<file path="config.mk">
export PLATFORM = sky130hd
export DESIGN_NAME = ulbp_queue
export DESIGN_NICKNAME = d
export VERILOG_FILES = /design/src/rtl/ulbp_pkg.sv /design/src/rtl/ulbp_queue.sv
export SDC_FILE = /design/constraint.sdc
export NUM_CORES = 1
export LEC_CHECK = 0
export BUFFER_PORTS_ARGS = -buffer_cell sky130_fd_sc_hd__buf_2
export CORE_MARGIN = 2
export CORE_UTILIZATION = 50
export DETAILED_ROUTE_END_ITERATION = 16
export GPL_TIMING_DRIVEN = 0
export PLACE_DENSITY = 0.71
export SKIP_CTS_REPAIR_TIMING = 1
export SLEW_MARGIN = 15
export SYNTH_ARGS = -nofsm -noshare
export SYNTH_HDL_FRONTEND = slang
export SYNTH_SLANG_ARGS = --single-unit
</file>
<file path="constraint.sdc">
create_clock -name clk -period 2.25 [get_ports clk]
set_input_delay 0.5625 -clock clk [delete_from_list [all_inputs] [get_ports clk]]
set_output_delay 0.5625 -clock clk [all_outputs]
set_load 0.005 [all_outputs]
</file>
<file path="src/rtl/ulbp_pkg.sv">
`timescale 1ns / 1ps
package ulbp_pkg;

	localparam int unsigned PIX_W        = 8;
	localparam int unsigned DIM_W        = 12;
	localparam int unsigned CFG_IDX_W    = 2;
	localparam int unsigned MAX_WIDTH    = 2048;
	localparam int unsigned MAX_HEIGHT   = 2048;
	localparam int unsigned MIN_DIM      = 3;
	localparam int unsigned RESET_WIDTH  = 640;
	localparam int unsigned RESET_HEIGHT = 480;
	localparam int unsigned UNIFORM_LIMIT = 2;
	localparam int unsigned QUEUE_DEPTH  = 4;
	localparam int unsigned QCNT_W       = $clog2(QUEUE_DEPTH + 1);

	localparam logic [PIX_W-1:0] NON_UNIFORM = 8'd59;

	localparam logic [CFG_IDX_W-1:0] REG_FRAME_WIDTH  = 2'd0;
	localparam logic [CFG_IDX_W-1:0] REG_FRAME_HEIGHT = 2'd1;

	typedef logic [255:0][PIX_W-1:0] lbp_map_t;

	typedef struct packed {
		logic [PIX_W-1:0] px1;
		logic             code1;
		logic             two;
		logic [PIX_W-1:0] px2;
		logic             fe;
	} ulbp_entry_t;

	function automatic int unsigned clamp_dim(int unsigned v, int unsigned hi);
		int unsigned r;
		r = v;
		if (r < MIN_DIM) r = MIN_DIM;
		if (r > hi) r = hi;
		return r;
	endfunction

	function automatic lbp_map_t build_uniform_map();
		lbp_map_t    m;
		int unsigned idx;
		logic [7:0]  c;
		logic [7:0]  d;
		idx = 0;
		for (int i = 0; i < 256; i++) begin
			c = 8'(i);
			d = c ^ {c[0], c[7:1]};
			if ($countones(d) <= UNIFORM_LIMIT) begin
				m[i] = 8'(idx);
				idx++;
			end else begin
				m[i] = NON_UNIFORM;
			end
		end
		return m;
	endfunction

	localparam lbp_map_t UNIFORM_MAP = build_uniform_map();

endpackage

</file>
<file path="src/rtl/ulbp_queue.sv">
`timescale 1ns / 1ps
module ulbp_queue import ulbp_pkg::*; (
	input  logic              clk,
	input  logic              arst_n,
	input  logic              push,
	input  ulbp_entry_t       push_entry,
	input  logic              pop,
	output ulbp_entry_t       head,
	output logic              not_empty,
	output logic [QCNT_W-1:0] count
);
	localparam int unsigned PW = $clog2(QUEUE_DEPTH);

	ulbp_entry_t       slot_q [QUEUE_DEPTH];
	logic [PW-1:0]     wr_q, rd_q;
	logic [QCNT_W-1:0] count_q;

	assign head      = slot_q[rd_q];
	assign not_empty = (count_q != '0);
	assign count     = count_q;

	always_ff @(posedge clk or negedge arst_n) begin
		if (!arst_n) begin
			wr_q    <= '0;
			rd_q    <= '0;
			count_q <= '0;
		end else begin
			if (push) wr_q <= wr_q + 1'b1;
			if (pop) rd_q <= rd_q + 1'b1;
			count_q <= count_q + QCNT_W'(push) - QCNT_W'(pop);
		end
	end

	always_ff @(posedge clk) begin
		if (push) slot_q[wr_q] <= push_entry;
	end

	a_no_overflow: assert property (@(posedge clk) disable iff (!arst_n)
		push |-> (count_q < QCNT_W'(QUEUE_DEPTH)))
		else $error("queue overflow");
	a_no_underflow: assert property (@(posedge clk) disable iff (!arst_n)
		pop |-> not_empty)
		else $error("queue underflow");
endmodule

</file>
==> flow_metrics.env, run 1 <==
export IMPL_cp_data_arrival_time_ns=1.60
export IMPL_max_vdd_ir_drop_mv=0.6814
export IMPL_num_io_pins=46
export IMPL_wirelength_mm=4.820
export IMPL_min_period_ns=2.164
export IMPL_synth_top_area_cell="edfxtp_1"
export IMPL_gr_usage_all_layers_pct=15.01
export IMPL_start_kind="register"
export IMPL_portBuffers=45
export IMPL_critPathMaxStageDelay_ns=0.52
export IMPL_cp_startpoint="rd_q[0]$_DFFE_PN0P_"
export IMPL_viasPerCell=5.300
export IMPL_timing_final_crit_share_pct=96.17
export IMPL_fin_skew_ns=0.01024
export IMPL_post_route_drc_count=0
export IMPL_rr_endpoint="slot_q[2][14]$_DFFE_PP_"
export IMPL_r2r_cells=3
export IMPL_root_buffer="clkbuf_8"
export IMPL_critPathCapture="head[8]"
export IMPL_fin_nets=218
export IMPL_syn2layout_area_growth_pct=15.77
export IMPL_place_congestion=0.6827
export IMPL_slew_violations=0
export IMPL_grt_pass1_vias=1533
export IMPL_power_leakage_uw=0.001302
export IMPL_r2r_start="wr_q[0]$_DFFE_PN0P_"
export IMPL_whs_ns=0.04342
export IMPL_maxCapViolations=0
export IMPL_ys_ff_latch=83
export IMPL_cts_tree="yes"
export IMPL_drtIter0Drc=93
export IMPL_synth_seq_area_share_pct=78.59
export IMPL_worst_path_max_fanout=10
export IMPL_clk_latency_ns=0.34
export IMPL_dr_pass1_iters=4
export IMPL_drive_gt1_share_pct=40.63
export IMPL_grt_max_degree=20
export IMPL_rows=28
export IMPL_final_setup_tns_ns=0
export IMPL_setup_viol=0
export IMPL_slew_headroom_pct=33.12
export IMPL_fmax_mhz=462.2
export IMPL_crit_path_end_kind="primary output"
export IMPL_core_area_mm2=0.005991
export IMPL_die_area_mm2=0.006902
export IMPL_die_h_um=83.08
export IMPL_start_util_pct=52.19
export IMPL_cts_buffer_depth=2
export IMPL_antenna_found_initial=0
export IMPL_worstSetupPathType="register to primary output"
export IMPL_power_density_mw_per_mm2=1218
export IMPL_grt_overflow_total=0
export IMPL_crit_chain="buf_6 > mux4_2 > buf_2"
export IMPL_dp_cells=252
export IMPL_synthCells=132
export IMPL_wl_per_cell_um=18.05
export IMPL_rsz0062_at_grt="no"
export IMPL_synth_fp_nets=162
export IMPL_synthDistinctLibCells=15
export IMPL_numClockSinks=83
export IMPL_hpwl_mm=3.146
export IMPL_synth_top_area_share_pct=72.99
export IMPL_fin_util_pct=60.42
export IMPL_r2r_slack_ns=0.41
export IMPL_finalHoldViolCount=0
export IMPL_yosysWarningCount=0
export IMPL_antenna_left=0
export IMPL_min_path_type="input port to asynchronous set/reset pin"
export IMPL_clk_pin_slew_ns=0.08
export IMPL_cts_buffers=9
export IMPL_via_count=1415
export IMPL_syn_area_mm2=0.003127
export IMPL_worst_pin_slew_ns=1.003
export IMPL_status="completed"
export IMPL_num_antenna_cells=0
export IMPL_stdcell_count=267
export IMPL_synth_area_leaders="edfxtp_1 (73%), mux4_2 (13%), dfrtp_1 (5.6%)"
export IMPL_cpMaxStageDelayCell="mux4_2"
export IMPL_die_x_um=83.08
export IMPL_cts_max_level=3
export IMPL_grt_pass1_wl_mm=7.590
export IMPL_required_ns=1.69
export IMPL_syn_avg_cell_area_um2=23.69
## worst min path at each step
stage | startpoint | endpoint | depth (start not counted)
2_1_floorplan | arst_n | count[0]$_DFF_PN0_ | 0
3_3_place_gp | arst_n | count[0]$_DFF_PN0_ | 1
3_5_place_dp | arst_n | count[0]$_DFF_PN0_ | 1
4_1_cts | arst_n | count[2]$_DFF_PN0_ | 1
5_1_grt | arst_n | wr_q[1]$_DFFE_PN0P_ | 1
6_report | arst_n | wr_q[1]$_DFFE_PN0P_ | 1
## cell families after synthesis
kind of cell | synth area share (%)
muxes | 13.81
xor gates and xnor gates | 1.401
DFF | 78.59
AOI/OAI and AO/OA | 0.1599
buffers and inverters | 1.761
adders and majority gates | 3.041
and+or+nand+nor | 1.241
## report_power, final
group	switching (uW)	leakage, uW	internal [uW]	total (uW)
sequential	106	0.000779	2050	2150
clock	457	0.0000863	492	950
combinational	630	0.000437	676	1310
## registers in the layout (all words and copies together), names as in the netlist
name / count
slot_q: 76
rd_q: 2
count: 3
wr_q: 2
## layout make-up
cell class,count,area [um2]
Tap cell,75,93.84
Buffer,4,32.53
Multi-Input combinational cell,39,614.3
Inverter,6,22.52
Clock buffer,10,127.6
Clock inverter,5,45.04
Fill cell,436,2371
Timing Repair Buffer,45,225.2
Sequential cell,83,2459
## cell usage after synthesis, drive strengths merged
cell type  instances
dfrtp              7
nand2              2
xnor2              3
mux4              19
buf                4
edfxtp            76
and2               4
inv                6
xor2               2
or3                1
o21ai              1
fa                 1
ha                 6
## worst max-delay path, delay by kind of cell, from the launching register on
kind	cells	cell delay, ns
buffers and inverters	2	0.34
muxes	1	0.52
DFF	1	0.40
## metrics by stage
step,power [uW],setup WS (ns),area [um2]
floorplan,3022,0.4722,3127
global placement,3451,0.3135,3446
detailed placement,3526,0.2274,3446
CTS,4472,0.006247,3618
global route,4641,0.01029,3620
finish,4408,0.08623,3620
## layer usage
metal	wire length, um	track usage (%)	share of wire (%)	vias up
met2	2576	25.22	53	41
met4	100	7.601	2.1	0
met5	0	0	0	-
met3	232	4.573	4.8	9
met1	1910	17.51	40	719
li1	-	-	-	646
## layout by cell type, fill, tap and decap left out, types with 3 or more instances in the layout
cell,count
and2_1,4
buf_2,47
clkbuf_8,9
clkinv_1,4
dfrtp_1,6
edfxtp_1,76
ha_1,6
inv_1,6
mux4_2,18
xnor2_1,3
Power figures use the tool's default switching activity.
==> run 2: changes to the inputs <==
--- a/config.mk
+++ b/config.mk
@@ -10,7 +10,7 @@
 export CORE_UTILIZATION = 50
 export DETAILED_ROUTE_END_ITERATION = 16
 export GPL_TIMING_DRIVEN = 0
-export PLACE_DENSITY = 0.71
+export PLACE_DENSITY = 0.82
 export SKIP_CTS_REPAIR_TIMING = 1
 export SLEW_MARGIN = 15
 export SYNTH_ARGS = -nofsm -noshare
==> flow_metrics.env, run 2 (synthesis results as in run 1) <==
export IMPL_status="completed"
export IMPL_grt_overflow_total=0
export IMPL_post_route_drc_count=0
export IMPL_worst_path_max_fanout=10
export IMPL_critPathCapture="head[12]"
export IMPL_antenna_found_initial=0
export IMPL_timing_final_crit_share_pct=96.65
export IMPL_drive_gt1_share_pct=41.15
export IMPL_slew_violations=0
export IMPL_grt_max_degree=20
export IMPL_setup_viol=0
export IMPL_via_count=1419
export IMPL_cts_tree="yes"
export IMPL_slew_headroom_pct=33.07
export IMPL_worstSetupPathType="register to primary output"
export IMPL_final_cell_mix="edfxtp_1 (76), buf_2 (47), mux4_2 (18)"
export IMPL_pre_cts_ws_ns=0.2834
export IMPL_r2r_start="wr_q[0]$_DFFE_PN0P_"
export IMPL_power_density_mw_per_mm2=1223
export IMPL_largest_reg_flops=76
export IMPL_cts_buffers=9
export IMPL_numClockSinks=83
export IMPL_place_congestion=0.6516
export IMPL_core_area_mm2=0.005991
export IMPL_maxCapViolations=0
export IMPL_fin_skew_ns=0.003959
export IMPL_fin_nets=218
export IMPL_place_area_mm2=0.003446
export IMPL_final_setup_tns_ns=0
export IMPL_min_path_type="input port to asynchronous set/reset pin"
export IMPL_required_ns=1.69
export IMPL_cp_data_arrival_time_ns=1.61
export IMPL_grt_pass1_wl_mm=7.941
export IMPL_drtIter0Drc=69
export IMPL_grt_pass1_vias=1545
export IMPL_total_power_uw=4439
export IMPL_root_buffer="clkbuf_8"
export IMPL_die_h_um=83.08
export IMPL_power_leakage_uw=0.001307
export IMPL_die_x_um=83.08
export IMPL_layout_commonest_cell="edfxtp_1"
export IMPL_start_util_pct=52.19
export IMPL_rr_endpoint="slot_q[0][7]$_DFFE_PP_"
export IMPL_wirelength_mm=4.841
export IMPL_rows=28
export IMPL_max_vdd_ir_drop_mv=0.8156
export IMPL_start_kind="register"
export IMPL_portBuffers=45
export IMPL_dr_pass1_iters=4
export IMPL_r2r_slack_ns=0.45
export IMPL_crit_path_end_kind="primary output"
export IMPL_cp_startpoint="rd_q[0]$_DFFE_PN0P_"
export IMPL_num_antenna_cells=0
export IMPL_setup_ws_ns=0.07527
export IMPL_worst_pin_slew_ns=1.004
export IMPL_fmax_mhz=459.8
export IMPL_clk_latency_ns=0.33
export IMPL_rsz0062_at_grt="no"
export IMPL_r2r_cells=3
export IMPL_cts_buffer_depth=2
export IMPL_wl_per_cell_um=18.13
export IMPL_finalHoldViolCount=0
export IMPL_num_io_pins=46
export IMPL_min_period_ns=2.175
export IMPL_viasPerCell=5.315
export IMPL_die_area_mm2=0.006902
export IMPL_cts_max_level=3
export IMPL_gr_usage_all_layers_pct=15.32
export IMPL_syn2layout_area_growth_pct=16.05
export IMPL_nFillCells=426
export IMPL_regMostFlops="slot_q"
export IMPL_final_cell_area_mm2=0.003628
export IMPL_antenna_left=0
export IMPL_clk_pin_slew_ns=0.07
export IMPL_fin_util_pct=60.57
-- run 2: changes by cell type in the layout (fill, tap and decap cells not counted), sizes merged --
cell	change
clkbuf	+1
clkinv	-1
-- run 2: where the power goes --
group	total, uW	leakage, uW	switching [uW]	internal, uW
combinational	1320	0.000440	634	687
sequential	2150	0.000779	105	2050
clock	967	0.0000882	469	499
-- run 2: layer usage --
| metal | GRT usage, % | vias to the layer above | share of wire (%) |
|---|---|---|---|
| met5 | 0 | - | 0 |
| met4 | 6.706 | 0 | 1.8 |
| met3 | 4.274 | 8 | 4.7 |
| met2 | 25.22 | 44 | 51 |
| met1 | 19.14 | 725 | 42 |
| li1 | - | 642 | - |
-- run 2: area by class of cell --
| class | instances | area [um2] | share of cell area [%] |
|---|---|---|---|
| buffer | 4 | 40.04 | 1.103 |
| tap | 75 | 93.84 | 2.586 |
| inverter | 6 | 22.52 | 0.6207 |
| clock buffer | 11 | 131.4 | 3.621 |
| timing repair buffer | 45 | 225.2 | 6.207 |
| clock inverter | 4 | 42.54 | 1.172 |
| multi-input combinational | 39 | 614.3 | 16.93 |
| sequential | 83 | 2459 | 67.76 |
-- run 2: critical path: stages, from the launching register on --
cell and delay, ns:
dfrtp_2 0.42, buf_8 0.18, mux4_2 0.53, buf_2 0.15
-- run 2: how the worst min path moves through the flow --
stage          startpoint                  end  slack [ns]  depth (start not counted)
2_1_floorplan      arst_n   count[0]$_DFF_PN0_        0.27                          0
3_3_place_gp       arst_n   count[2]$_DFF_PN0_        0.40                          1
3_5_place_dp       arst_n   count[2]$_DFF_PN0_        0.42                          1
4_1_cts            arst_n   count[0]$_DFF_PN0_        0.05                          1
5_1_grt            arst_n  wr_q[0]$_DFFE_PN0P_        0.05                          1
6_report           arst_n   count[0]$_DFF_PN0_        0.05                          1
-- run 2: through the flow --
| stage | hold WS, ns | std cells |
|---|---|---|
| 2_1_floorplan | 0.2669 | 132 |
| 3_5_place_dp | 0.4152 | 252 |
| 3_3_place_gp | 0.4020 | 252 |
| 4_1_cts | 0.04854 | 267 |
| 5_1_grt | 0.04985 | 267 |
| 6_report | 0.05462 | 267 |
