==> src/rtl/ulbp_pkg.sv <==
`timescale 1ns / 1ps
package ulbp_pkg;

	localparam int unsigned PIX_W        = 8;
	localparam int unsigned DIM_W        = 12;
	localparam int unsigned CFG_IDX_W    = 2;
	localparam int unsigned MAX_WIDTH    = 2048;
	localparam int unsigned MAX_HEIGHT   = 2048;
	localparam int unsigned MIN_DIM      = 3;
	localparam int unsigned RESET_WIDTH  = 640;
	localparam int unsigned RESET_HEIGHT = 480;
	localparam int unsigned UNIFORM_LIMIT = 2;
	localparam int unsigned QUEUE_DEPTH  = 4;
	localparam int unsigned QCNT_W       = $clog2(QUEUE_DEPTH + 1);

	localparam logic [PIX_W-1:0] NON_UNIFORM = 8'd59;

	localparam logic [CFG_IDX_W-1:0] REG_FRAME_WIDTH  = 2'd0;
	localparam logic [CFG_IDX_W-1:0] REG_FRAME_HEIGHT = 2'd1;

	typedef logic [255:0][PIX_W-1:0] lbp_map_t;

	typedef struct packed {
		logic [PIX_W-1:0] px1;
		logic             code1;
		logic             two;
		logic [PIX_W-1:0] px2;
		logic             fe;
	} ulbp_entry_t;

	function automatic int unsigned clamp_dim(int unsigned v, int unsigned hi);
		int unsigned r;
		r = v;
		if (r < MIN_DIM) r = MIN_DIM;
		if (r > hi) r = hi;
		return r;
	endfunction

	function automatic lbp_map_t build_uniform_map();
		lbp_map_t    m;
		int unsigned idx;
		logic [7:0]  c;
		logic [7:0]  d;
		idx = 0;
		for (int i = 0; i < 256; i++) begin
			c = 8'(i);
			d = c ^ {c[0], c[7:1]};
			if ($countones(d) <= UNIFORM_LIMIT) begin
				m[i] = 8'(idx);
				idx++;
			end else begin
				m[i] = NON_UNIFORM;
			end
		end
		return m;
	endfunction

	localparam lbp_map_t UNIFORM_MAP = build_uniform_map();

endpackage

==> src/rtl/ulbp_res_if.sv <==
`timescale 1ns / 1ps
interface ulbp_res_if import ulbp_pkg::*; ();
	logic             valid;
	logic             ready;
	logic [PIX_W-1:0] pixel_out;
	logic             is_code;
	logic             frame_end;

	modport source (output valid, output pixel_out, output is_code, output frame_end,
		input ready);
	modport sink (input valid, input pixel_out, input is_code, input frame_end,
		output ready);
endinterface

==> src/rtl/ulbp_back.sv <==
`timescale 1ns / 1ps
module ulbp_back import ulbp_pkg::*; (
	input  logic        clk,
	input  logic        arst_n,
	input  ulbp_entry_t head,
	input  logic        not_empty,
	output logic        pop,
	ulbp_res_if.source  results
);
	logic             out_valid_q, second_q;
	logic [PIX_W-1:0] px_q;
	logic             code_q, fe_q;
	logic             load;

	assign load = (!out_valid_q || results.ready) && not_empty;
	assign pop  = load && (second_q || !head.two);

	assign results.valid     = out_valid_q;
	assign results.pixel_out = px_q;
	assign results.is_code   = code_q;
	assign results.frame_end = fe_q;

	always_ff @(posedge clk or negedge arst_n) begin
		if (!arst_n) begin
			out_valid_q <= 1'b0;
			second_q    <= 1'b0;
		end else begin
			if (load) begin
				out_valid_q <= 1'b1;
				second_q    <= !pop;
			end else if (results.ready) begin
				out_valid_q <= 1'b0;
			end
		end
	end

	always_ff @(posedge clk) begin
		if (load) begin
			px_q   <= second_q ? head.px2 : head.px1;
			code_q <= second_q ? 1'b0 : head.code1;
			fe_q   <= second_q ? head.fe : 1'b0;
		end
	end

	a_second_has_two: assert property (@(posedge clk) disable iff (!arst_n)
		second_q |-> (not_empty && head.two))
		else $error("second result without a two-result request");
endmodule

==> src/flat_wrapper.sv <==
// flat-port wrapper written by rule: the top's interface ports become plain ports
module ulbp_back_flat import ulbp_pkg::*;
  (clk, arst_n, head, not_empty, pop, results_valid, results_pixel_out, results_is_code, results_frame_end, results_ready);
  ulbp_res_if results_i ();
  input  logic clk;
  input  logic arst_n;
  input  ulbp_entry_t head;
  input  logic not_empty;
  output logic pop;
  output wire logic [$bits(results_i.valid)-1:0] results_valid;
  output wire logic [$bits(results_i.pixel_out)-1:0] results_pixel_out;
  output wire logic [$bits(results_i.is_code)-1:0] results_is_code;
  output wire logic [$bits(results_i.frame_end)-1:0] results_frame_end;
  input wire logic [$bits(results_i.ready)-1:0] results_ready;
  assign results_valid = results_i.valid;
  assign results_pixel_out = results_i.pixel_out;
  assign results_is_code = results_i.is_code;
  assign results_frame_end = results_i.frame_end;
  assign results_i.ready = results_ready;
  ulbp_back u_core (.clk(clk), .arst_n(arst_n), .head(head), .not_empty(not_empty), .pop(pop), .results(results_i));
endmodule
==> config.mk <==
export PLATFORM = sky130hd
export DESIGN_NAME = ulbp_back_flat
export DESIGN_NICKNAME = d
export VERILOG_FILES = /design/src/rtl/ulbp_pkg.sv /design/src/rtl/ulbp_res_if.sv /design/src/rtl/ulbp_back.sv /design/src/flat_wrapper.sv
export SDC_FILE = /design/constraint.sdc
export NUM_CORES = 1
export LEC_CHECK = 0
export BUFFER_PORTS_ARGS = -buffer_cell sky130_fd_sc_hd__buf_4
export CORE_MARGIN = 2
export CORE_UTILIZATION = 38
export CTS_BUF_LIST = sky130_fd_sc_hd__clkbuf_2
export DETAILED_ROUTE_END_ITERATION = 16
export PLACE_DENSITY = 0.82
export SYNTH_ARGS = -nofsm -noshare
export SYNTH_HDL_FRONTEND = slang
export SYNTH_SLANG_ARGS = --single-unit
==> constraint.sdc <==
create_clock -name clk -period 1.1 [get_ports clk]
set_clock_uncertainty 0.1 [all_clocks]
set_input_delay 0 -clock clk [delete_from_list [all_inputs] [get_ports clk]]
set_output_delay 0 -clock clk [all_outputs]
set_load 0.005 [all_outputs]
==> results by group, run 1 <==
Detailed routing
  – WL/cell: 16.59 microns
  – Top layer in use: met4
  – DRC violation count after routing: 0
  – Met2 routed WL: about 930 microns
  – Routed met3 length: 60 microns
  – Drt first pass iters: 2
  – Final wirelength: 1808 microns
  – Via count: 511
  – DRT antenna net count: 0
  – DR vias/cell: 4.688
  – Post-Route M1 WL: a little under 800 microns
  – Drt initial violations: 6

Finish
  – Final Net Count: between 100 and 150
  – FILL cells: 65
  – Area grow syn2layout: 106.8%
  – Most common cell after layout, fill and taps aside: buf_4
  – Most frequent cells in the layout: buf_4 (35), dlygate4sd3_1 (22), edfxtp_1 (10)
  – Post-route cell area: 0.001149 sq mm
  – Antenna cell count: 0
  – Share of layout cells above drive strength 1: 62.77%
  – Final Non-Filler Cells: 109

Placed design
  – DPL Wire Length: 1044 microns
  – Placed insts: 81
  – GP Congestion: 0.7012
  – Placed cell area: 857.1 sq um
  – Dpl ws: -0.1175 ns
  – Port buffer count: 34

Global routing
  – Largest net degree at the start of global routing: 8
  – Total grt overflow: 0
  – First-pass GRT wire length: 2891 microns
  – Global Route Usage Sum: 22.97%
  – Initial antenna violation count: 0
  – Number of global-route vias before repair: ~570

STA
  – Slew @ Worst Pin: 0.1276 ns
  – Slew Limit Fails: 0
  – Final worst slack: -0.1501 ns
  – Final hold violations: 0
  – Top achievable clock speed: 0.7999 GHz
  – Tcrit/Tclk final: 113.6%
  – Final setup fails: 17
  – Tmin final: 1.250 ns
  – RSZ-0062 raised after global routing: yes
  – Slew margin rel.: between 90 and 100%
  – Final hold slack: 0.07764 ns

Clocking
  – Max Root-Sink Buffers: 2
  – Reg clk slew, reported paths: 0.11 ns
  – H-Tree Depth: 1
  – CTS Sinks: 12
  – Clock buffer count from CTS: 3
  – Clk Latency, worst-skew pair: between 0.2 and 0.3 ns
  – CTS tree: built
  – Root Driver: clkbuf_2

Logic synthesis
  – Syn_nets: 53
  – Yosys reg bits: 12
  – Syn Std Cell Area: 555.5 sq um
  – Avg Inst Size Synth: 18.52 sq um
  – Yosys warnings: 0
  – Mapped Cells: 30
  – Synth unique cells: 13
  – Post-synthesis sequential area ratio: between 60% and 70%

Outcome
  – Violated checks: negative setup slack
  – Status: finished with violations

Worst setup path
  – Critical path class: register to register
  – Critical path data required time: 1.02 ns
  – CP Launch Type: register
  – CP arrival: 1.18 ns
  – CP Max Fanout: 7
  – Worst setup EP type: register

Power and ir drop
  – VDD IR max: 0.8816 mV
  – P per Cell Area: 1147 mW/mm^2
  – Static leakage: 0.5254 nW
  – Total power draw: 0.001317 W

Floorplan
  – Site Rows: 13
  – Boundary pin count: 35
  – Die width: about 42 microns
  – Area of the core: 0.001334 sq mm
  – Die Footprint: 0.001784 sq mm
  – Die Y: 42.24 microns
  – Initial Util: 41.65%

Hold path
  – Worst min path class: input port to register

Flow run
  – Max-cap violations: 0
==> synthesized netlist by cell type <==
library cell	instances	area share, %
nand2b_4	1	2.5
and2b_2	1	1.6
nand2_4	1	2.0
nor2_1	1	0.68
and2_2	1	1.4
edfxtp_1	10	54
buf_6	1	2.0
mux2_4	8	22
dfrtp_1	2	9.0
inv_1	1	0.68
nor2b_1	1	1.1
or2b_1	1	1.4
mux2_2	1	2.0
==> cell type report <==
type                            count  area, sq um  area share (%)
Clock buffer                        3        15.01           1.307
Inverter                            1        7.507          0.6536
Multi-Input combinational cell     16        211.5           18.41
Sequential cell                    12        351.6           30.61
Tap cell                           15        18.77           1.634
Timing Repair Buffer               61        536.8           46.73
Timing Repair inverter              1        7.507          0.6536
==> metrics by stage <==
| stage | TNS [ns] | utilization [%] |
|---|---|---|
| 2_1_floorplan | -0.5104 | - |
| 3_3_place_gp | -1.089 | 64.26 |
| 3_5_place_dp | -1.437 | 64.26 |
| 4_1_cts | -1.291 | 85.08 |
| 5_1_grt | -1.900 | 86.12 |
| 6_report | -1.390 | 86.12 |
==> path summary, 6_finish.rpt <==
check | start | endpoint | slack [ns] | depth (start not counted)
max | u_core.second_q | u_core.results.pixel_out[2] | -0.15 | 2
min | results_ready | u_core.results.valid | 0.08 | 3
max reg2reg | u_core.second_q | u_core.results.pixel_out[2] | -0.15 | 2
min reg2reg | u_core.results.valid | u_core.results.valid | 0.57 | 2
max in group asynchronous | arst_n | u_core.second_q | 0.23 | 3
min in group asynchronous | arst_n | u_core.second_q | 0.53 | 3
==> cell families (layout without fill, tap and decap cells) <==
kind of cell	Yosys count	in the layout	synth area share [%]
AND/OR/NAND/NOR	7	7	10.59
buffers and inverters	2	66	2.702
multiplexers	9	9	23.65
flip-flops	12	12	63.06
==> where the power goes <==
group,switching (W),internal [W],total [W]
Sequential,0.0000292,0.000559,0.000588
Combinational,0.000163,0.000356,0.000518
Clock,0.000136,0.0000744,0.000211
Total,0.000328,0.000989,0.00132
==> state kept, by name, summed over array words and instances, names as in the netlist <==
signal                    flops
u_core.results.is_code        1
u_core.second_q               1
u_core.results.pixel_out      8
u_core.results.frame_end      1
u_core.results.valid          1
==> repair_timing <==
| action | in CTS | in global routing |
|---|---|---|
| endpoints found under the hold margin | 14 | 0 |
| pin swaps | 0 | 1 |
| gates cloned | 1 | 0 |
| hold buffers | 22 | 0 |
| setup endpoints to repair | 20 | 22 |
| gates resized for setup | 7 | 3 |
| setup buffers | 2 | 0 |
==> worst max-delay path: stages, from the launching register on <==
cell,delay (ns)
dfrtp_2,0.46
buf_12,0.15
mux2_4,0.30
==> per-layer routing <==
metal	vias to the layer above	global-route usage, %
met5	-	0
met4	0	10.00
met3	2	4.741
met2	16	39.38
met1	252	27.55
li1	241	-
(Power assumes the default switching activity.)
==> inputs of run 2 (changes only) <==
--- a/config.mk
+++ b/config.mk
@@ -10,7 +10,7 @@
 export CORE_UTILIZATION = 38
 export CTS_BUF_LIST = sky130_fd_sc_hd__clkbuf_2
 export DETAILED_ROUTE_END_ITERATION = 16
-export PLACE_DENSITY = 0.82
+export PLACE_DENSITY_LB_ADDON = 0.08
 export SYNTH_ARGS = -nofsm -noshare
 export SYNTH_HDL_FRONTEND = slang
 export SYNTH_SLANG_ARGS = --single-unit
==> results by group, run 2 (same netlist as run 1, synthesis figures left out) <==
Worst setup path
  – FF-to-FF setup slack: -0.14 ns (was -0.15 ns)
  – Cell depth of the worst flop-to-flop path: 2 (unchanged)
  – Worst setup EP type: primary output (was register)
  – CP cell instances: buf_6 > nor2b_4 > nor2_2 > buf_4 (was buf_12 > mux2_4)
  – Critical path data required time: 1.00 ns (was 1.02 ns)
  – CP Launch Type: register (unchanged)
  – Critical path class: register to primary output (was register to register)
  – CP arrival: 1.16 ns (was 1.18 ns)
  – Reg-to-reg critical path startpoint: u_core.second_q (unchanged)
  – Crit path max-delay family: flip-flops (unchanged)
  – Crit-path slowest cell: dfrtp_1 (was dfrtp_2)
  – WP depth: 4 (was 2)
  – CP Max Fanout: 5 (was 7)
  – Reg2reg end: u_core.results.pixel_out[1] (was u_core.results.pixel_out[2])
  – CP peak stage delay: 0.44 ns (was 0.46 ns)
  – WP buf/inv: 2 (was 1)

STA
  – RSZ-0062 raised after global routing: yes (unchanged)
  – Final hold violations: 0 (unchanged)
  – Final setup fails: 21 (was 17)
  – Slew margin rel.: 84.29% (was 91.48%)
  – Tmin final: 1.258 ns (was 1.250 ns)
  – Top achievable clock speed: 0.7947 GHz (was 0.7999 GHz)
  – Slew @ Worst Pin: 0.2344 ns (was 0.1276 ns)
  – Slew Limit Fails: 0 (unchanged)
  – Final worst slack: -0.1583 ns (was -0.1501 ns)
  – Tcrit/Tclk final: 114.4% (was 113.6%)

Global routing
  – Initial antenna violation count: 0 (unchanged)
  – Total grt overflow: 0 (unchanged)
  – Global Route Usage Sum: 19.08% (was 22.97%)
  – Number of global-route vias before repair: 535 (was 568)
  – Largest net degree at the start of global routing: 11 (was 8)
  – First-pass GRT wire length: 2435 microns (was 2891 microns)

Floorplan
  – Die Y: 42.24 microns (unchanged)
  – Die Footprint: 0.001784 sq mm (unchanged)
  – Initial Util: 41.65% (unchanged)
  – Die width: 42.24 microns (unchanged)
  – Boundary pin count: 35 (unchanged)
  – Area of the core: 0.001334 sq mm (unchanged)
  – Site Rows: 13 (unchanged)

Outcome
  – Status: finished with violations (unchanged)
  – Violated checks: negative setup slack (unchanged)

Power and ir drop
  – Switching power total: 0.0003428 W (was 0.0003285 W)
  – Power share of the clock group: 18.9% (was 16.0%)
  – Switch share: 26.53% (was 24.94%)
  – P per Cell Area: 1151 mW/mm^2 (was 1147 mW/mm^2)
  – Static leakage: 0.5231 nW (was 0.5254 nW)
  – Comb power frac: 36.2% (was 39.4%)
  – Int Power: 0.0009492 W (was 0.0009885 W)
  – VDD IR max: 0.9026 mV (was 0.8816 mV)
  – Flop pwr share: 44.9% (was 44.6%)

Flow run
  – Max-cap violations: 0 (unchanged)

Hold path
  – Worst Hold Launch: head[9] (was results_ready)
  – Worst min path class: input port to register (unchanged)
  – Min-Delay Endpoint: u_core.second_q (was u_core.results.valid)
  – Worst hold stages: 4 (was 3)

Clocking
  – CTS tree: built (unchanged)
  – Reg clk slew, reported paths: 0.13 ns (was 0.11 ns)
  – Clock buffer count from CTS: 3 (unchanged)
  – Clk Latency, worst-skew pair: 0.29 ns (was 0.26 ns)
  – H-Tree Depth: 1 (unchanged)
  – Max Root-Sink Buffers: 2 (unchanged)
  – Root Driver: clkbuf_2 (unchanged)
  – CTS Sinks: 12 (unchanged)

Detailed routing
  – DRC violation count after routing: 0 (unchanged)
  – DR vias/cell: 4.655 (was 4.688)
  – Via count: 512 (was 511)
  – Drt first pass iters: 2 (unchanged)
  – Drt initial violations: 9 (was 6)
  – Final wirelength: 1776 microns (was 1808 microns)
  – WL/cell: 16.15 microns (was 16.59 microns)
  – DRT antenna net count: 0 (unchanged)

Finish
  – Max FFs per register: 8 (unchanged)
  – Most frequent cells in the layout: buf_4 (38), dlygate4sd3_1 (21), edfxtp_1 (10) (was buf_4 (35), dlygate4sd3_1 (22), edfxtp_1 (10))
  – Post-route cell area: 0.001122 sq mm (was 0.001149 sq mm)
  – Most common cell after layout, fill and taps aside: buf_4 (unchanged)
  – Antenna cell count: 0 (unchanged)
  – FILL cells: 74 (was 65)
  – Share of layout cells above drive strength 1: 63.16% (was 62.77%)
  – Final Non-Filler Cells: 110 (was 109)
  – Final Net Count: 119 (unchanged)
  – Area grow syn2layout: 102.0% (was 106.8%)

Placed design
  – Placed cell area: 837.1 sq um (was 857.1 sq um)
  – Port buffer count: 34 (unchanged)
  – GP Congestion: 0.6132 (was 0.7012)
  – Placed insts: 80 (was 81)
## run 2: layout make-up
cell class / instances / area (sq um) / area share, %
timing repair buffer: 61 / 518.0 / 46.15
clock inverter: 1 / 3.754 / 0.3344
timing repair inverter: 1 / 5.005 / 0.4459
sequential: 12 / 350.3 / 31.22
inverter: 1 / 7.507 / 0.6689
multi-input combinational: 16 / 203.9 / 18.17
clock buffer: 3 / 15.01 / 1.338
tap: 15 / 18.77 / 1.672
## run 2: worst reg2reg max path, cell delays in order, from the launching register on
cell and delay [ns]:
dfrtp_1 0.44, buf_6 0.16, mux2_4 0.30
## run 2: through the flow
stage | power (W) | hold WS (ns) | setup slack [ns] | util (%) | TNS [ns]
after floorplan | 0.0007772 | -0.3956 | -0.07291 | - | -0.5104
after global placement | 0.0009130 | -0.3155 | -0.06947 | 62.76 | -1.000
after detailed placement | 0.0009208 | -0.3150 | -0.08099 | 62.76 | -1.098
after CTS | 0.001237 | 0.04960 | -0.09283 | 81.89 | -1.504
after global routing | 0.001349 | 0.09634 | -0.2119 | 84.15 | -3.390
final | 0.001292 | 0.1028 | -0.1583 | 84.15 | -2.470
## run 2: power by group through the flow
stage               clock network, W  logic [W]  registers (W)
floorplan                          0   0.000187       0.000590
global placement                   0   0.000332       0.000581
detailed placement                 0   0.000338       0.000583
CTS                         0.000228   0.000432       0.000576
global route                0.000272   0.000494       0.000583
finish                      0.000244   0.000468       0.000580
## run 2: what timing repair did
| item | 4_1_cts | 5_1_grt |
|---|---|---|
| hold buffers | 21 | 0 |
| gates cloned | 0 | 1 |
| pin swaps | 0 | 1 |
| setup buffers | 1 | 3 |
| resized for setup | 5 | 1 |
| endpoints found under the hold margin | 13 | 0 |
| endpoints found under the setup margin | 19 | 20 |
## run 2: how the worst max path moves through the flow
| stage | endpoint | slack (ns) | from |
|---|---|---|---|
| 2_1_floorplan | u_core.results.pixel_out[0] | -0.07 | u_core.second_q |
| 3_3_place_gp | u_core.results.pixel_out[6] | -0.07 | u_core.second_q |
| 3_5_place_dp | u_core.results.pixel_out[1] | -0.08 | u_core.second_q |
| 4_1_cts | pop | -0.09 | u_core.second_q |
| 5_1_grt | pop | -0.21 | u_core.second_q |
| 6_report | pop | -0.16 | u_core.second_q |
## run 2: per-layer routing
| layer | wire length [microns] | vias up | track usage [%] |
|---|---|---|---|
| met3 | 90 | 7 | 3.879 |
| met1 | 694 | 242 | 19.51 |
| met5 | 0 | - | 0 |
| met4 | 69 | 0 | 12.50 |
| li1 | - | 237 | - |
| met2 | 921 | 26 | 34.46 |
==> inputs of run 3 (changes only) <==
--- a/config.mk
+++ b/config.mk
@@ -6,8 +6,10 @@
 export NUM_CORES = 1
 export LEC_CHECK = 0
 export BUFFER_PORTS_ARGS = -buffer_cell sky130_fd_sc_hd__buf_4
+export CELL_PAD_IN_SITES_DETAIL_PLACEMENT = 0
+export CELL_PAD_IN_SITES_GLOBAL_PLACEMENT = 1
 export CORE_MARGIN = 2
-export CORE_UTILIZATION = 38
+export CORE_UTILIZATION = 29
 export CTS_BUF_LIST = sky130_fd_sc_hd__clkbuf_2
 export DETAILED_ROUTE_END_ITERATION = 16
 export PLACE_DENSITY_LB_ADDON = 0.08
==> results by group, run 3 (same netlist as run 1, synthesis figures left out) <==
Power and ir drop
  – Power share of the clock group: 18.1% (was 18.9%)
  – VDD IR max: 0.8232 mV (was 0.9026 mV)
  – Flop pwr share: 46.1% (was 44.9%)
  – Int Power: 0.0009767 W (was 0.0009492 W)
  – Switching power total: 0.0002914 W (was 0.0003428 W)
  – Comb power frac: 35.8% (was 36.2%)
  – P per Cell Area: 1120 mW/mm^2 (was 1151 mW/mm^2)
  – Total power draw: 0.001268 W (was 0.001292 W)
  – Static leakage: 0.5246 nW (was 0.5231 nW)
  – Switch share: 22.98% (was 26.53%)

STA
  – Final hold violations: 0 (unchanged)
  – Slew margin rel.: 84.39% (was 84.29%)
  – Final worst slack: -0.1336 ns (was -0.1583 ns)
  – TNS Setup: -2.092 ns (was -2.470 ns)
  – Final hold slack: 0.06028 ns (was 0.1028 ns)
  – RSZ-0062 raised after global routing: yes (unchanged)
  – Slew @ Worst Pin: 0.2337 ns (was 0.2344 ns)
  – Tmin final: 1.234 ns (was 1.258 ns)
  – Final setup fails: 19 (was 21)
  – Top achievable clock speed: 0.8106 GHz (was 0.7947 GHz)
  – Tcrit/Tclk final: 112.1% (was 114.4%)
  – Slew Limit Fails: 0 (unchanged)

Worst setup path
  – Crit path from: u_core.second_q (unchanged)
  – FF-to-FF setup slack: -0.13 ns (was -0.14 ns)
  – CP Max Fanout: 5 (unchanged)
  – Reg-to-reg critical path startpoint: u_core.second_q (unchanged)
  – CP Launch Type: register (unchanged)
  – Critical path data required time: 1.00 ns (about the same)
  – Worst setup EP type: primary output (unchanged)
  – CP arrival: 1.13 ns (was 1.16 ns)
  – Critical path class: register to primary output (unchanged)

Global routing
  – Total grt overflow: 0 (unchanged)
  – Initial antenna violation count: 0 (unchanged)
  – Largest net degree at the start of global routing: 11 (unchanged)
  – Number of global-route vias before repair: 492 (was 535)
  – Global Route Usage Sum: 13.34% (was 19.08%)
  – First-pass GRT wire length: 1966 microns (was 2435 microns)

Clocking
  – CTS tree: built (unchanged)
  – Max Root-Sink Buffers: 2 (unchanged)
  – Reg clk slew, reported paths: 0.10 ns (was 0.13 ns)
  – Clock buffer count from CTS: 3 (unchanged)
  – Clk Latency, worst-skew pair: 0.25 ns (was 0.29 ns)
  – Root Driver: clkbuf_2 (unchanged)
  – H-Tree Depth: 1 (unchanged)
  – CTS Sinks: 12 (unchanged)

Finish
  – Area grow syn2layout: 103.8% (was 102.0%)
  – Final Non-Filler Cells: 119 (was 110)
  – Most frequent cells in the layout: buf_4 (37), dlygate4sd3_1 (22), edfxtp_1 (10) (was buf_4 (38), dlygate4sd3_1 (21), edfxtp_1 (10))
  – Most common cell after layout, fill and taps aside: buf_4 (unchanged)
  – Final Net Count: 118 (was 119)
  – Antenna cell count: 0 (unchanged)
  – FILL cells: 146 (was 74)
  – Register Area: 351.6 sq um (was 350.3 sq um)
  – Area of the multi-input gates: 201.4 sq um (was 203.9 sq um)
  – Share of layout cells above drive strength 1: 62.77% (was 63.16%)
  – Max FFs per register: 8 (unchanged)

Detailed routing
  – DRT antenna net count: 0 (unchanged)
  – Final wirelength: 1366 microns (was 1776 microns)
  – WL/cell: 11.48 microns (was 16.15 microns)
  – Drt first pass iters: 3 (was 2)
  – Drt initial violations: 2 (was 9)
  – DR vias/cell: 4.076 (was 4.655)
  – DRC violation count after routing: 0 (unchanged)
  – Via count: 485 (was 512)

Placed design
  – Placed insts: 91 (was 80)
  – Dpl ws: -0.1328 ns (was -0.08099 ns)
  – Port buffer count: 34 (unchanged)
  – GP Congestion: 0.6629 (was 0.6132)

Floorplan
  – Die width: 47.77 microns (was 42.24 microns)
  – Die Y: 47.77 microns (was 42.24 microns)
  – Initial Util: 31.49% (was 41.65%)
  – Die Footprint: 0.002282 sq mm (was 0.001784 sq mm)
  – Area of the core: 0.001764 sq mm (was 0.001334 sq mm)
  – Site Rows: 15 (was 13)
  – Boundary pin count: 35 (unchanged)

Outcome
  – Violated checks: negative setup slack (unchanged)
  – Status: finished with violations (unchanged)

Flow run
  – Max-cap violations: 0 (unchanged)

Hold path
  – Worst Hold Launch: results_ready (was head[9])
  – Worst min path class: input port to register (unchanged)
==> run 3: routing by layer <==
| metal | vias up | GRT usage (%) | share of wire, % |
|---|---|---|---|
| met1 | 229 | 12.74 | 33 |
| met5 | - | 0 | 0 |
| li1 | 236 | - | - |
| met2 | 20 | 25.87 | 61 |
| met4 | 0 | 3.243 | 0 |
| met3 | 0 | 5.660 | 5.4 |
==> run 3: final timing paths <==
path,cells after the start,endpoint
worst min-delay path,3,u_core.results.valid
worst min register to register,2,u_core.results.valid
worst max register to register,2,u_core.results.pixel_out[0]
min in group asynchronous,3,u_core.results.valid
worst max-delay path,4,pop
max in group asynchronous,3,u_core.second_q
==> run 3: repair_timing <==
item | in CTS | in global routing
pin swaps | 0 | 0
setup buffers | 0 | 2
gates resized for setup | 6 | 0
hold buffers | 22 | 0
setup endpoints to repair | 21 | 22
endpoints found under the hold margin | 14 | 0
==> run 3: final cells by class <==
cell class,instances,share of cell area (%)
clock buffer,4,1.768
inverter,1,0.6630
sequential,12,31.05
multi-input combinational,16,17.79
timing repair buffer,61,45.97
tap,25,2.762
==> run 3: stage by stage <==
stage,util (%),cell area [sq um]
after floorplan,-,559.3
after global placement,48.58,857.1
after detailed placement,48.58,857.1
after CTS,63.33,1117
after global routing,64.18,1132
final,64.18,1132
==> run 3: critical path, cell delays in order (launching register included) <==
cell	delay [ns]
dfrtp_2	0.45
buf_6	0.15
nor2b_4	0.11
nor2_1	0.05
buf_4	0.13
==> run 3: power groups by stage <==
stage	Clock, W	Combinational, W	Sequential (W)
floorplan	0	0.000187	0.000590
global placement	0	0.000345	0.000588
detailed placement	0	0.000350	0.000591
CTS	0.000246	0.000436	0.000587
global route	0.000268	0.000484	0.000594
finish	0.000229	0.000454	0.000585
